### src/rtl/atsg_pkg.sv
// ----------------------------------------------------------------------------
// atsg_pkg: shared types and constants of the aperiodic tile sequence generator
// register indexes, symbol source modes and register reset values
// ----------------------------------------------------------------------------
`default_nettype none

package atsg_pkg;

   // configuration register indexes
   typedef enum logic [1:0] {
      CSR_MODE   = 2'd0,
      CSR_SLOPE  = 2'd1,
      CSR_PHASE  = 2'd2,
      CSR_BUDGET = 2'd3
   } csr_index_type;

   // raw symbol sources
   typedef enum logic [1:0] {
      MODE_CUT_PROJECT     = 2'd0,
      MODE_THUE_MORSE      = 2'd1,
      MODE_RUDIN_SHAPIRO   = 2'd2,
      MODE_PERIOD_DOUBLING = 2'd3
   } mode_type;

   localparam int DATA_BITS = 32;

   // 2^32 divided by the golden ratio, truncated
   localparam logic [DATA_BITS-1:0] SLOPE_RESET  = 32'd2654435769;
   localparam logic [DATA_BITS-1:0] PHASE_RESET  = 32'd0;
   localparam logic [DATA_BITS-1:0] BUDGET_RESET = 32'd0;

   localparam logic [1:0] WORDS_SHORT = 2'd1;
   localparam logic [1:0] WORDS_LONG  = 2'd2;

endpackage : atsg_pkg

`default_nettype wire

### src/rtl/aperiodic_tile_sequence_generator_unit.sv
// ----------------------------------------------------------------------------
// aperiodic_tile_sequence_generator_unit: long/short tile stream generator
// result: the tile for an accepted request is registered and shows on rsp_ in the cycle after
// throughput: one request per cycle while the result register is empty or its tile is being taken
// reset: synchronous, restores register defaults and clears the run state
// ----------------------------------------------------------------------------
`default_nettype none

module aperiodic_tile_sequence_generator_unit #(
   parameter int COUNT_BITS = 32
) (
   input  wire logic        clock,
   input  wire logic        reset,

   input  wire logic        req_valid,
   output logic             req_ready,
   input  wire logic        req_restart,

   output logic             rsp_valid,
   input  wire logic        rsp_ready,
   output logic [31:0]      rsp_tile_pos,
   output logic [1:0]       rsp_tile_words,
   output logic             rsp_is_long,
   output logic             rsp_last_tile,

   input  wire logic        csr_write_en,
   input  wire logic [1:0]  csr_index,
   input  wire logic [31:0] csr_write_data
);

   // configuration registers
   atsg_pkg::mode_type mode_ff;
   logic [31:0]        slope_ff;
   logic [31:0]        phase_ff;
   logic [31:0]        budget_ff;

   // run state
   logic [COUNT_BITS-1:0] index_ff, index_in;
   logic [31:0]           acc_ff, acc_in;
   logic [31:0]           done_ff, done_in;
   logic                  finished_ff, finished_in;
   logic                  held_valid_ff, held_valid_in;
   logic                  held_long_ff, held_long_in;

   // result register
   logic        rsp_valid_ff, rsp_valid_in;
   logic [31:0] pos_ff, pos_in;
   logic [1:0]  words_ff, words_in;
   logic        long_ff, long_in;
   logic        last_ff, last_in;

   logic req_fire;
   logic tile_emit;

   // raw symbol for index idx; succ is idx+1 (wrapped), carry is the
   // cut-and-project carry for that symbol
   function automatic logic raw_symbol(input atsg_pkg::mode_type m,
                                       input logic [COUNT_BITS-1:0] idx,
                                       input logic [COUNT_BITS-1:0] succ,
                                       input logic carry);
      logic [COUNT_BITS-1:0] iso;
      logic                  even_hit;
      logic                  sym;
      iso      = succ & (~succ + {{(COUNT_BITS-1){1'b0}}, 1'b1});
      even_hit = 1'b0;
      for (int i = 0; i < COUNT_BITS; i++) begin
         if ((i % 2) == 0) begin
            even_hit = even_hit | iso[i];
         end
      end
      case (m)
         atsg_pkg::MODE_CUT_PROJECT:   sym = carry;
         atsg_pkg::MODE_THUE_MORSE:    sym = ^idx;
         atsg_pkg::MODE_RUDIN_SHAPIRO: sym = ^(idx & (idx >> 1));
         default: begin
            // k+1 wrapped to zero counts as COUNT_BITS trailing zeros
            if (succ == '0) begin
               sym = ((COUNT_BITS % 2) == 0);
            end else begin
               sym = even_hit;
            end
         end
      endcase
      return sym;
   endfunction

   // phase sums for one and two slope steps, computed side by side
   logic [32:0] sum_one;
   logic [33:0] sum_two;
   logic        carry_one, carry_two;

   assign sum_one   = {1'b0, acc_ff} + {1'b0, slope_ff};
   assign sum_two   = {2'b0, acc_ff} + {1'b0, slope_ff, 1'b0};
   assign carry_one = sum_one[32];
   // the high bits of the double sum hold both carries added together
   assign carry_two = (sum_two[33:32] != {1'b0, carry_one});

   logic [COUNT_BITS-1:0] idx_p1, idx_p2;
   logic                  raw_k, raw_k1;

   assign idx_p1 = index_ff + {{(COUNT_BITS-1){1'b0}}, 1'b1};
   assign idx_p2 = index_ff + {{(COUNT_BITS-2){1'b0}}, 2'd2};
   assign raw_k  = raw_symbol(mode_ff, index_ff, idx_p1, carry_one);
   assign raw_k1 = raw_symbol(mode_ff, idx_p1, idx_p2, carry_two);

   // handshake: the result register frees up as its tile is taken
   assign req_ready = !rsp_valid_ff || rsp_ready;
   assign req_fire  = req_valid && req_ready;

   logic [31:0] remaining;
   logic        rem_ge2, rem_ge3, ended;
   logic        first_long, second_sym, second_long, tile_long, tile_last;
   logic [1:0]  used;
   logic [1:0]  tile_words;

   always_comb begin
      remaining = budget_ff - done_ff;
      rem_ge2   = remaining > 32'd1;
      rem_ge3   = remaining > 32'd2;
      ended     = finished_ff || (done_ff >= budget_ff);

      // first symbol: the held lookahead, else symbol k
      if (held_valid_ff) begin
         first_long = held_long_ff && rem_ge2;
         second_sym = raw_k;
      end else begin
         first_long = raw_k && rem_ge2;
         second_sym = raw_k1;
      end

      // a short first symbol looks one symbol ahead to merge two shorts
      second_long = second_sym && rem_ge3;
      tile_long   = first_long || (rem_ge2 && !second_long);
      tile_words  = tile_long ? atsg_pkg::WORDS_LONG : atsg_pkg::WORDS_SHORT;
      tile_last   = {30'd0, tile_words} >= remaining;

      // symbols taken from the source this request
      used = {1'b0, !held_valid_ff} + {1'b0, !first_long && rem_ge2};

      tile_emit = req_fire && !req_restart && !ended;

      index_in      = index_ff;
      acc_in        = acc_ff;
      done_in       = done_ff;
      finished_in   = finished_ff;
      held_valid_in = held_valid_ff;
      held_long_in  = held_long_ff;

      if (req_fire && req_restart) begin
         index_in      = '0;
         acc_in        = phase_ff;
         done_in       = '0;
         finished_in   = 1'b0;
         held_valid_in = 1'b0;
         held_long_in  = 1'b0;
      end else if (req_fire && ended) begin
         finished_in   = 1'b1;
         held_valid_in = 1'b0;
      end else if (tile_emit) begin
         index_in = index_ff + {{(COUNT_BITS-2){1'b0}}, used};
         // phase only steps under cut-and-project
         if (mode_ff == atsg_pkg::MODE_CUT_PROJECT) begin
            case (used)
               2'd1:    acc_in = sum_one[31:0];
               2'd2:    acc_in = sum_two[31:0];
               default: acc_in = acc_ff;
            endcase
         end
         done_in = done_ff + {30'd0, tile_words};
         // a long lookahead symbol waits for the next request
         held_valid_in = !first_long && rem_ge2 && second_long && !tile_last;
         held_long_in  = held_valid_in;
         finished_in   = tile_last;
      end

      rsp_valid_in = tile_emit || (rsp_valid_ff && !rsp_ready);
      pos_in       = tile_emit ? done_ff    : pos_ff;
      words_in     = tile_emit ? tile_words : words_ff;
      long_in      = tile_emit ? tile_long  : long_ff;
      last_in      = tile_emit ? tile_last  : last_ff;
   end

   // configuration writes
   always_ff @(posedge clock) begin
      if (reset) begin
         mode_ff   <= atsg_pkg::MODE_CUT_PROJECT;
         slope_ff  <= atsg_pkg::SLOPE_RESET;
         phase_ff  <= atsg_pkg::PHASE_RESET;
         budget_ff <= atsg_pkg::BUDGET_RESET;
      end else if (csr_write_en) begin
         unique case (atsg_pkg::csr_index_type'(csr_index))
            atsg_pkg::CSR_MODE:   mode_ff   <= atsg_pkg::mode_type'(csr_write_data[1:0]);
            atsg_pkg::CSR_SLOPE:  slope_ff  <= csr_write_data;
            atsg_pkg::CSR_PHASE:  phase_ff  <= csr_write_data;
            atsg_pkg::CSR_BUDGET: budget_ff <= csr_write_data;
            default:              mode_ff   <= mode_ff;
         endcase
      end
   end

   // run state and result valid
   always_ff @(posedge clock) begin
      if (reset) begin
         index_ff      <= '0;
         acc_ff        <= atsg_pkg::PHASE_RESET;
         done_ff       <= '0;
         finished_ff   <= 1'b0;
         held_valid_ff <= 1'b0;
         held_long_ff  <= 1'b0;
         rsp_valid_ff  <= 1'b0;
      end else begin
         index_ff      <= index_in;
         acc_ff        <= acc_in;
         done_ff       <= done_in;
         finished_ff   <= finished_in;
         held_valid_ff <= held_valid_in;
         held_long_ff  <= held_long_in;
         rsp_valid_ff  <= rsp_valid_in;
      end
   end

   // result payload
   always_ff @(posedge clock) begin
      pos_ff   <= pos_in;
      words_ff <= words_in;
      long_ff  <= long_in;
      last_ff  <= last_in;
   end

   assign rsp_valid      = rsp_valid_ff;
   assign rsp_tile_pos   = pos_ff;
   assign rsp_tile_words = words_ff;
   assign rsp_is_long    = long_ff;
   assign rsp_last_tile  = last_ff;

`ifndef NO_ASSERTIONS
   // a finished run never keeps a lookahead symbol
   a_finished_no_held: assert property (@(posedge clock) disable iff (reset)
      finished_ff |-> !held_valid_ff)
      else $error("lookahead held after run finished");

   // tile width agrees with the long mark
   a_words_match_long: assert property (@(posedge clock) disable iff (reset)
      rsp_valid_ff |-> ((rsp_is_long && rsp_tile_words == atsg_pkg::WORDS_LONG) ||
                        (!rsp_is_long && rsp_tile_words == atsg_pkg::WORDS_SHORT)))
      else $error("tile words disagree with long mark");

   // a last tile ends the run
   a_last_sets_finished: assert property (@(posedge clock) disable iff (reset)
      (tile_emit && tile_last) |=> finished_ff)
      else $error("run not finished after last tile");

   // a restart clears the word count
   a_restart_clears: assert property (@(posedge clock) disable iff (reset)
      (req_fire && req_restart) |=> (done_ff == '0 && !finished_ff && !rsp_valid_ff) ||
                                    (done_ff == '0 && !finished_ff))
      else $error("restart left run state behind");
`endif

endmodule : aperiodic_tile_sequence_generator_unit

`default_nettype wire

### config.mk
export PLATFORM = sky130hd
export DESIGN_NAME = aperiodic_tile_sequence_generator_unit
export DESIGN_NICKNAME = d
export VERILOG_FILES = /design/src/rtl/atsg_pkg.sv /design/src/rtl/aperiodic_tile_sequence_generator_unit.sv
export SDC_FILE = /design/constraint.sdc
export NUM_CORES = 1
export LEC_CHECK = 0
export ABC_AREA = 1
export BUFFER_PORTS_ARGS = -buffer_cell sky130_fd_sc_hd__buf_2
export CAP_MARGIN = 10
export CORE_MARGIN = 2
export CORE_UTILIZATION = 40
export CTS_BUF_LIST = sky130_fd_sc_hd__clkbuf_4 sky130_fd_sc_hd__clkbuf_8 sky130_fd_sc_hd__clkbuf_16
export CTS_CLUSTER_DIAMETER = 150
export CTS_CLUSTER_SIZE = 12
export DETAILED_ROUTE_END_ITERATION = 16
export GPL_ROUTABILITY_DRIVEN = 1
export SLEW_MARGIN = 5
export SYNTH_ARGS = -nofsm -noshare
export SYNTH_HDL_FRONTEND = slang
export SYNTH_SLANG_ARGS = --single-unit
### constraint.sdc
create_clock -name clock -period 10.1 [get_ports clock]
set_input_delay 1.01 -clock clock [delete_from_list [all_inputs] [get_ports clock]]
set_output_delay 1.01 -clock clock [all_outputs]
set_load 0.01 [all_outputs]
==> results of run 1 <==
## kinds of logic after synthesis
family	after synthesis	share of synthesized area, %
fa+ha+maj	157	10.9
flops	233	27.3
buf+inv	426	8.78
xor+xnor	140	6.68
compound gates	604	17.9
simple gates	1224	28.4
## per-stage QoR
step | power, mW | hold slack (ps) | instance area, um2 | utilization, %
2_1_floorplan | 1.81 | 406 | 18300 | -
3_3_place_gp | 2.10 | 441 | 19400 | 42.7
3_5_place_dp | 2.11 | 441 | 19400 | 42.7
4_1_cts | 2.94 | 456 | 20000 | 44.2
5_1_grt | 3.13 | 474 | 20000 | 44.2
6_report | 2.94 | 451 | 20000 | 44.2
## layout by cell type, fill, tap and decap left out, drive strengths merged, types with 10 or more instances in the layout
master and instances:
inv 365, o21bai 16, edfxtp 35, nand2 654
xor2 86, nor2 293, a21o 15, xnor2 54
buf 91, ha 152, dfxtp 198, nor3 44
a21oi 263, nand3 150, or2 10, clkbuf 30
nor4 14, o211ai 13, a31oi 19, nand4 36
o21ai 243
## final cells by class
type                    count  area share, %
multi-input cells        2125           58.6
flip-flops and latches    233           25.0
inverters                 366           6.86
well taps                 600           3.75
clock buffers              30           3.14
repair buffers             91           2.51
clock inverters             2         0.0875
## synth_stat cells (4+ instances only)
| cell | instances |
|---|---|
| nand2_1 | 645 |
| o21ai_1 | 4 |
| or2_2 | 9 |
| a21o_1 | 15 |
| a31oi_1 | 19 |
| buf_2 | 7 |
| nand4_1 | 34 |
| a221oi_1 | 6 |
| nor3_1 | 41 |
| nand3b_1 | 8 |
| nand2_2 | 8 |
| nor4_1 | 14 |
| a211oi_1 | 6 |
| nor2_2 | 8 |
| ha_1 | 152 |
| xor2_1 | 86 |
| and3_1 | 5 |
| o21ai_0 | 235 |
| o21bai_1 | 16 |
| nor2_4 | 6 |
| a21boi_0 | 5 |
| nor3b_1 | 5 |
| fa_1 | 5 |
| dfxtp_1 | 198 |
| clkbuf_1 | 49 |
| o211ai_1 | 13 |
| a21oi_1 | 263 |
| inv_1 | 360 |
| o21a_1 | 7 |
| nand3_1 | 149 |
| edfxtp_1 | 35 |
| xnor2_1 | 54 |
| nor2_1 | 279 |
| o221ai_1 | 5 |
## path summary, 6_finish.rpt
kind,start,to,depth (start not counted)
setup / recovery,index_ff[1],done_ff[12],29
hold / removal,phase_ff[19],phase_ff[19],2
setup reg to reg,index_ff[1],done_ff[12],29
hold reg to reg,phase_ff[19],phase_ff[19],2
## state kept, by name, indices dropped and copies added (netlist names)
signal	flops
acc_ff	32
rsp_tile_pos	32
done_ff	32
slope_ff	32
rsp_tile_words	2
index_ff	32
rsp_last_tile	1
held_valid_ff	1
finished_ff	1
mode_ff	2
phase_ff	32
held_long_ff	1
budget_ff	32
rsp_valid	1
## routing by layer
metal / vias up / track usage [%] / routed length (um)
met5: - / 0 / 0
met4: 0 / 8.34 / 2040
met3: 115 / 3.03 / 3480
met2: 569 / 42.1 / 27700
met1: 8555 / 34.3 / 28000
li1: 9307 / - / -
## critical path, delay by kind of cell (launching register included)
family                   cells  cell delay (ps)
AO/OA/AOI/OAI                4              740
XOR/XNOR                     5              920
adder cells (fa/ha/maj)      4             1260
buffers and inverters        3              260
flip-flops                   1              540
AND/OR/NAND/NOR             13             1900
## power groups by stage
stage	clock, mW	sequential (mW)	combinational (mW)
global placement	0	1.07	1.03
CTS	0.846	1.05	1.04
finish	0.826	1.05	1.06
floorplan	0	1.06	0.751
detailed placement	0	1.07	1.04
global route	0.875	1.06	1.19
==> impl_metrics.toml, run 1 <==
[worst_hold_path]
hold_class = "reg2reg"

[timing]
finalSetupTns_ps = 0
period_needed_ps = 5800
report.final.hold_viol_count = 0
setup_viol = 0
rsz0062_at_grt = "no"
setup_ws_ps = 4300
finalMaxSlewViolations = 0
fmax_mhz = 172
tightest_slew_ps = 1010
maxSlewHeadroom_pct = 32.6
skew_ps = 25.4
period_share_pct = 57.5

[clock_network]
ctsResizeCount = 0
postCtsSetupRepairBufs = 0
cts.clk_slew.worst_paths_ps = 60
cts_buffer_depth = 3
numCtsBuffers = 23
h-tree-depth = 1
cts_tree = "built"
postCtsHoldBufs = 0
clock-root-buffer = "clkbuf_16"
cts_sinks = 233
clk_latency_ps = 560

[yosys]
synth_nets = 2981
async_flop_share_pct = 0
synth_cell_types = 54
synth_edf_count = 35
ys_seq_area_share_pct = 27.3
yosys.area.top_type = "dfxtp_1"
ys_ff_latch = 233
netlist_area_um2 = 18300
synth_warnings = 0
synthTopCellsByArea = "dfxtp_1 22%, nand2_1 13%, ha_1 10%, inv_1 7.4%, a21oi_1 7.2%"
synth.top_cell.area_share_pct = 21.6
synthFlopType = "dfxtp_1"
syn_area_per_cell_um2 = 6.59
synthCells = 2784

[detailed_routing]
wl_per_cell_um = 17.8
dr.first_iter.drc_count = 1392
drc = 0
firstDrtPassIters = 5
viasPerCell = 5.38
ant_nets = 0
finalWirelength_mm = 61.2
dr_total_vias = 18546

[die]
start_util_pct = 40.5
rows = 78
die_w_um = 218
die_h_um = 218
core_area_um2 = 45300
die_area_um2 = 47600
io_pins = 78

[power_and_ir_drop]
switchingPower_mw = 1.14
power.density_nw_per_um2 = 147
leakagePower_nw = 8.99
power_frac_comb_pct = 36.0
p_int_mw = 1.80
switching_share_pct = 38.9
p_seq_share_pct = 35.9
p_clk_share_pct = 28.1
peakVddDrop_mv = 0.126

[layout]
fill_cells = 4773
seq_area_um2 = 5010
finalNetCount = 3037
layout-drive-gt1-share_pct = 6.15
multiInputGateArea_um2 = 11700
antenna_cells = 0
synthToLayoutAreaGrowth_pct = 9.14
final_cells = 3447

[place]
io_buffer_count = 77
pre_cts_ws_ps = 4360
globalplace.congestion = 0.982
dp_hpwl_mm = 47.3
dp.cells = 3414

[critical_path]
crit_fanout = 10
r2r_slack_ps = 4300
crit_top_cell = "nand2_1"
worstSetupPathType = "reg2reg"
critPathSlowestCell = "dfxtp_1"
required_ps = 10500
critPathLaunchType = "register"
arrival_ps = 6200
slowest_delay_ps = 540
critPathCaptureType = "register"

[grt]
antenna_found_initial = 0
grt_pass1_vias = 17469
grt_pass1_wl_mm = 95.7
track_usage_pct = 25.4
grt_max_degree = 111
grt_remaining_overflow = 0

[flow_run]
drv_cap = 0

[status]
status = "finished, final reports clean"
(Power assumes the default switching activity.)
==> inputs of run 2 (changes only) <==
Clock period 10.1 ns to 6 ns, I/O delays scaled along.
==> run 2 against run 1 <==
Against the previous run: final cell count rose by 0.41%; clock power rose by 68%; first-iteration DRC count fell by 14%; power rose by 68%; flip-flop and latch count did not move; clock-buffer cell count did not move.
==> impl_metrics.toml, run 2 (synthesis results as in run 1) <==
[status]
status = "finished, final reports clean"

[die]
io_pins = 78
start_util_pct = 40.5
die_area_um2 = 47600
die_w_um = 218
rows = 78
core_area_um2 = 45300
die_h_um = 218

[grt]
grt_max_degree = 111
grt_remaining_overflow = 0
track_usage_pct = 25.2
grt_pass1_wl_mm = 95.1
antenna_found_initial = 1
met3_usage_pct = 2.91
top_usage_layer = "met2"
gr-usage-met1_pct = 33.7
grt_pass1_vias = 17658
met2_usage_pct = 42.7

[layout]
final_common_cell = "nand2_1"
finalNetCount = 3050
final_core_util_pct = 44.5
layout_common_cells = "644 x nand2_1, 358 x inv_1, 277 x nor2_1"
layout-drive-gt1-share_pct = 6.78
final_area_um2 = 20200
synthToLayoutAreaGrowth_pct = 9.83
fill_cells = 4771

[place]
dp_hpwl_mm = 47.2
pre_cts_ws_ps = 365
globalplace.congestion = 0.984
dpl_cell_area_um2 = 19500
io_buffer_count = 77

[detailed_routing]
dr.first_iter.drc_count = 1199
drc = 0
ant_nets = 0
viasPerCell = 5.34
finalWirelength_mm = 60.5
firstDrtPassIters = 8
dr_total_vias = 18466
wl_per_cell_um = 17.5

[critical_path]
critPathCaptureType = "register"
rr_worst_depth = 27
slowest_delay_ps = 500
crit_fanout = 7
worst-path-stages = 27
critPathLaunchType = "register"
worstSetupPathType = "reg2reg"
required_ps = 6400
arrival_ps = 5850
r2r_slack_ps = 550
critPathSlowestCell = "fa_1"
reg2reg_to = "done_ff[12]"
critPathBufInv = 3
r2r-start = "index_ff[5]"
cp_top_family = "simple AND/OR/NAND/NOR gates"
crit_top_cell = "nand2_1"

[clock_network]
numCtsBuffers = 23
cts_sinks = 233
cts.clk_slew.worst_paths_ps = 80
postCtsHoldBufs = 0
h-tree-depth = 1
clk_latency_ps = 570
cts_tree = "built"
cts_buffer_depth = 3
postCtsSetupRepairBufs = 0
clock-root-buffer = "clkbuf_16"

[timing]
period_share_pct = 90.8
setup_ws_ps = 550
period_needed_ps = 5450
fmax_mhz = 183
report.final.hold_viol_count = 0
setup_viol = 0
finalMaxSlewViolations = 0
rsz0062_at_grt = "no"
finalSetupTns_ps = 0
skew_ps = 37.6
maxSlewHeadroom_pct = 34.4
tightest_slew_ps = 984

[power_and_ir_drop]
peakVddDrop_mv = 0.226
leakagePower_nw = 9.06
power.density_nw_per_um2 = 245

[worst_hold_path]
hold_end = "slope_ff[3]"
holdCritStartpoint = "csr_write_data[3]"
hold_class = "in2reg"
worst_hold_path.num_cells = 3

[flow_run]
drv_cap = 0
run 2: final cells by class:
| type | count | area (um2) | share of cell area (%) |
|---|---|---|---|
| Multi-Input combinational cell | 2125 | 11800 | 58.4 |
| Clock inverter | 2 | 28.8 | 0.143 |
| Clock buffer | 30 | 628 | 3.12 |
| Inverter | 366 | 1370 | 6.82 |
| Antenna cell | 1 | 2.50 | 0.0124 |
| Sequential cell | 233 | 5020 | 24.9 |
| Timing Repair Buffer | 104 | 588 | 2.92 |
| Tap cell | 600 | 751 | 3.73 |
run 2: per-stage QoR:
stage	std cells	power, mW	hold WS (ps)
after detailed placement	3428	3.55	445
after floorplan	2784	3.05	406
after CTS	3460	4.95	277
final	3461	4.94	303
after global routing	3461	5.26	303
after global placement	3428	3.53	441
run 2: timing repair:
| item | 4_1_cts | 5_1_grt |
|---|---|---|
| setup endpoints to repair | 0 | 44 |
| endpoints found under the hold margin | 0 | 0 |
| resized for setup | 0 | 9 |
run 2: routing by layer:
layer	share of wire (%)	vias up
li1	-	9321
met1	45	8497
met2	46	562
met3	6.2	86
met4	2.8	0
met5	0	-
run 2: power by group:
part | internal, mW | total, mW | switching (mW)
sequential | 1.69 | 1.77 | 0.0818
combinational | 0.610 | 1.78 | 1.17
clock | 0.734 | 1.39 | 0.656
run 2: worst max path at each step:
| stage | start | slack [ps] | end |
|---|---|---|---|
| final | index_ff[5] | 550 | done_ff[12] |
| after global routing | index_ff[1] | 40 | index_ff[28] |
| after CTS | index_ff[1] | 310 | done_ff[12] |
| after detailed placement | index_ff[1] | 360 | done_ff[12] |
| after global placement | index_ff[1] | 600 | index_ff[26] |
| after floorplan | index_ff[1] | 1280 | index_ff[22] |
run 2: tightest hold or removal path: cells and delay by family:
family | cells | cell delay, ps
buffers and inverters | 1 | 100
and+or+nand+nor | 2 | 130
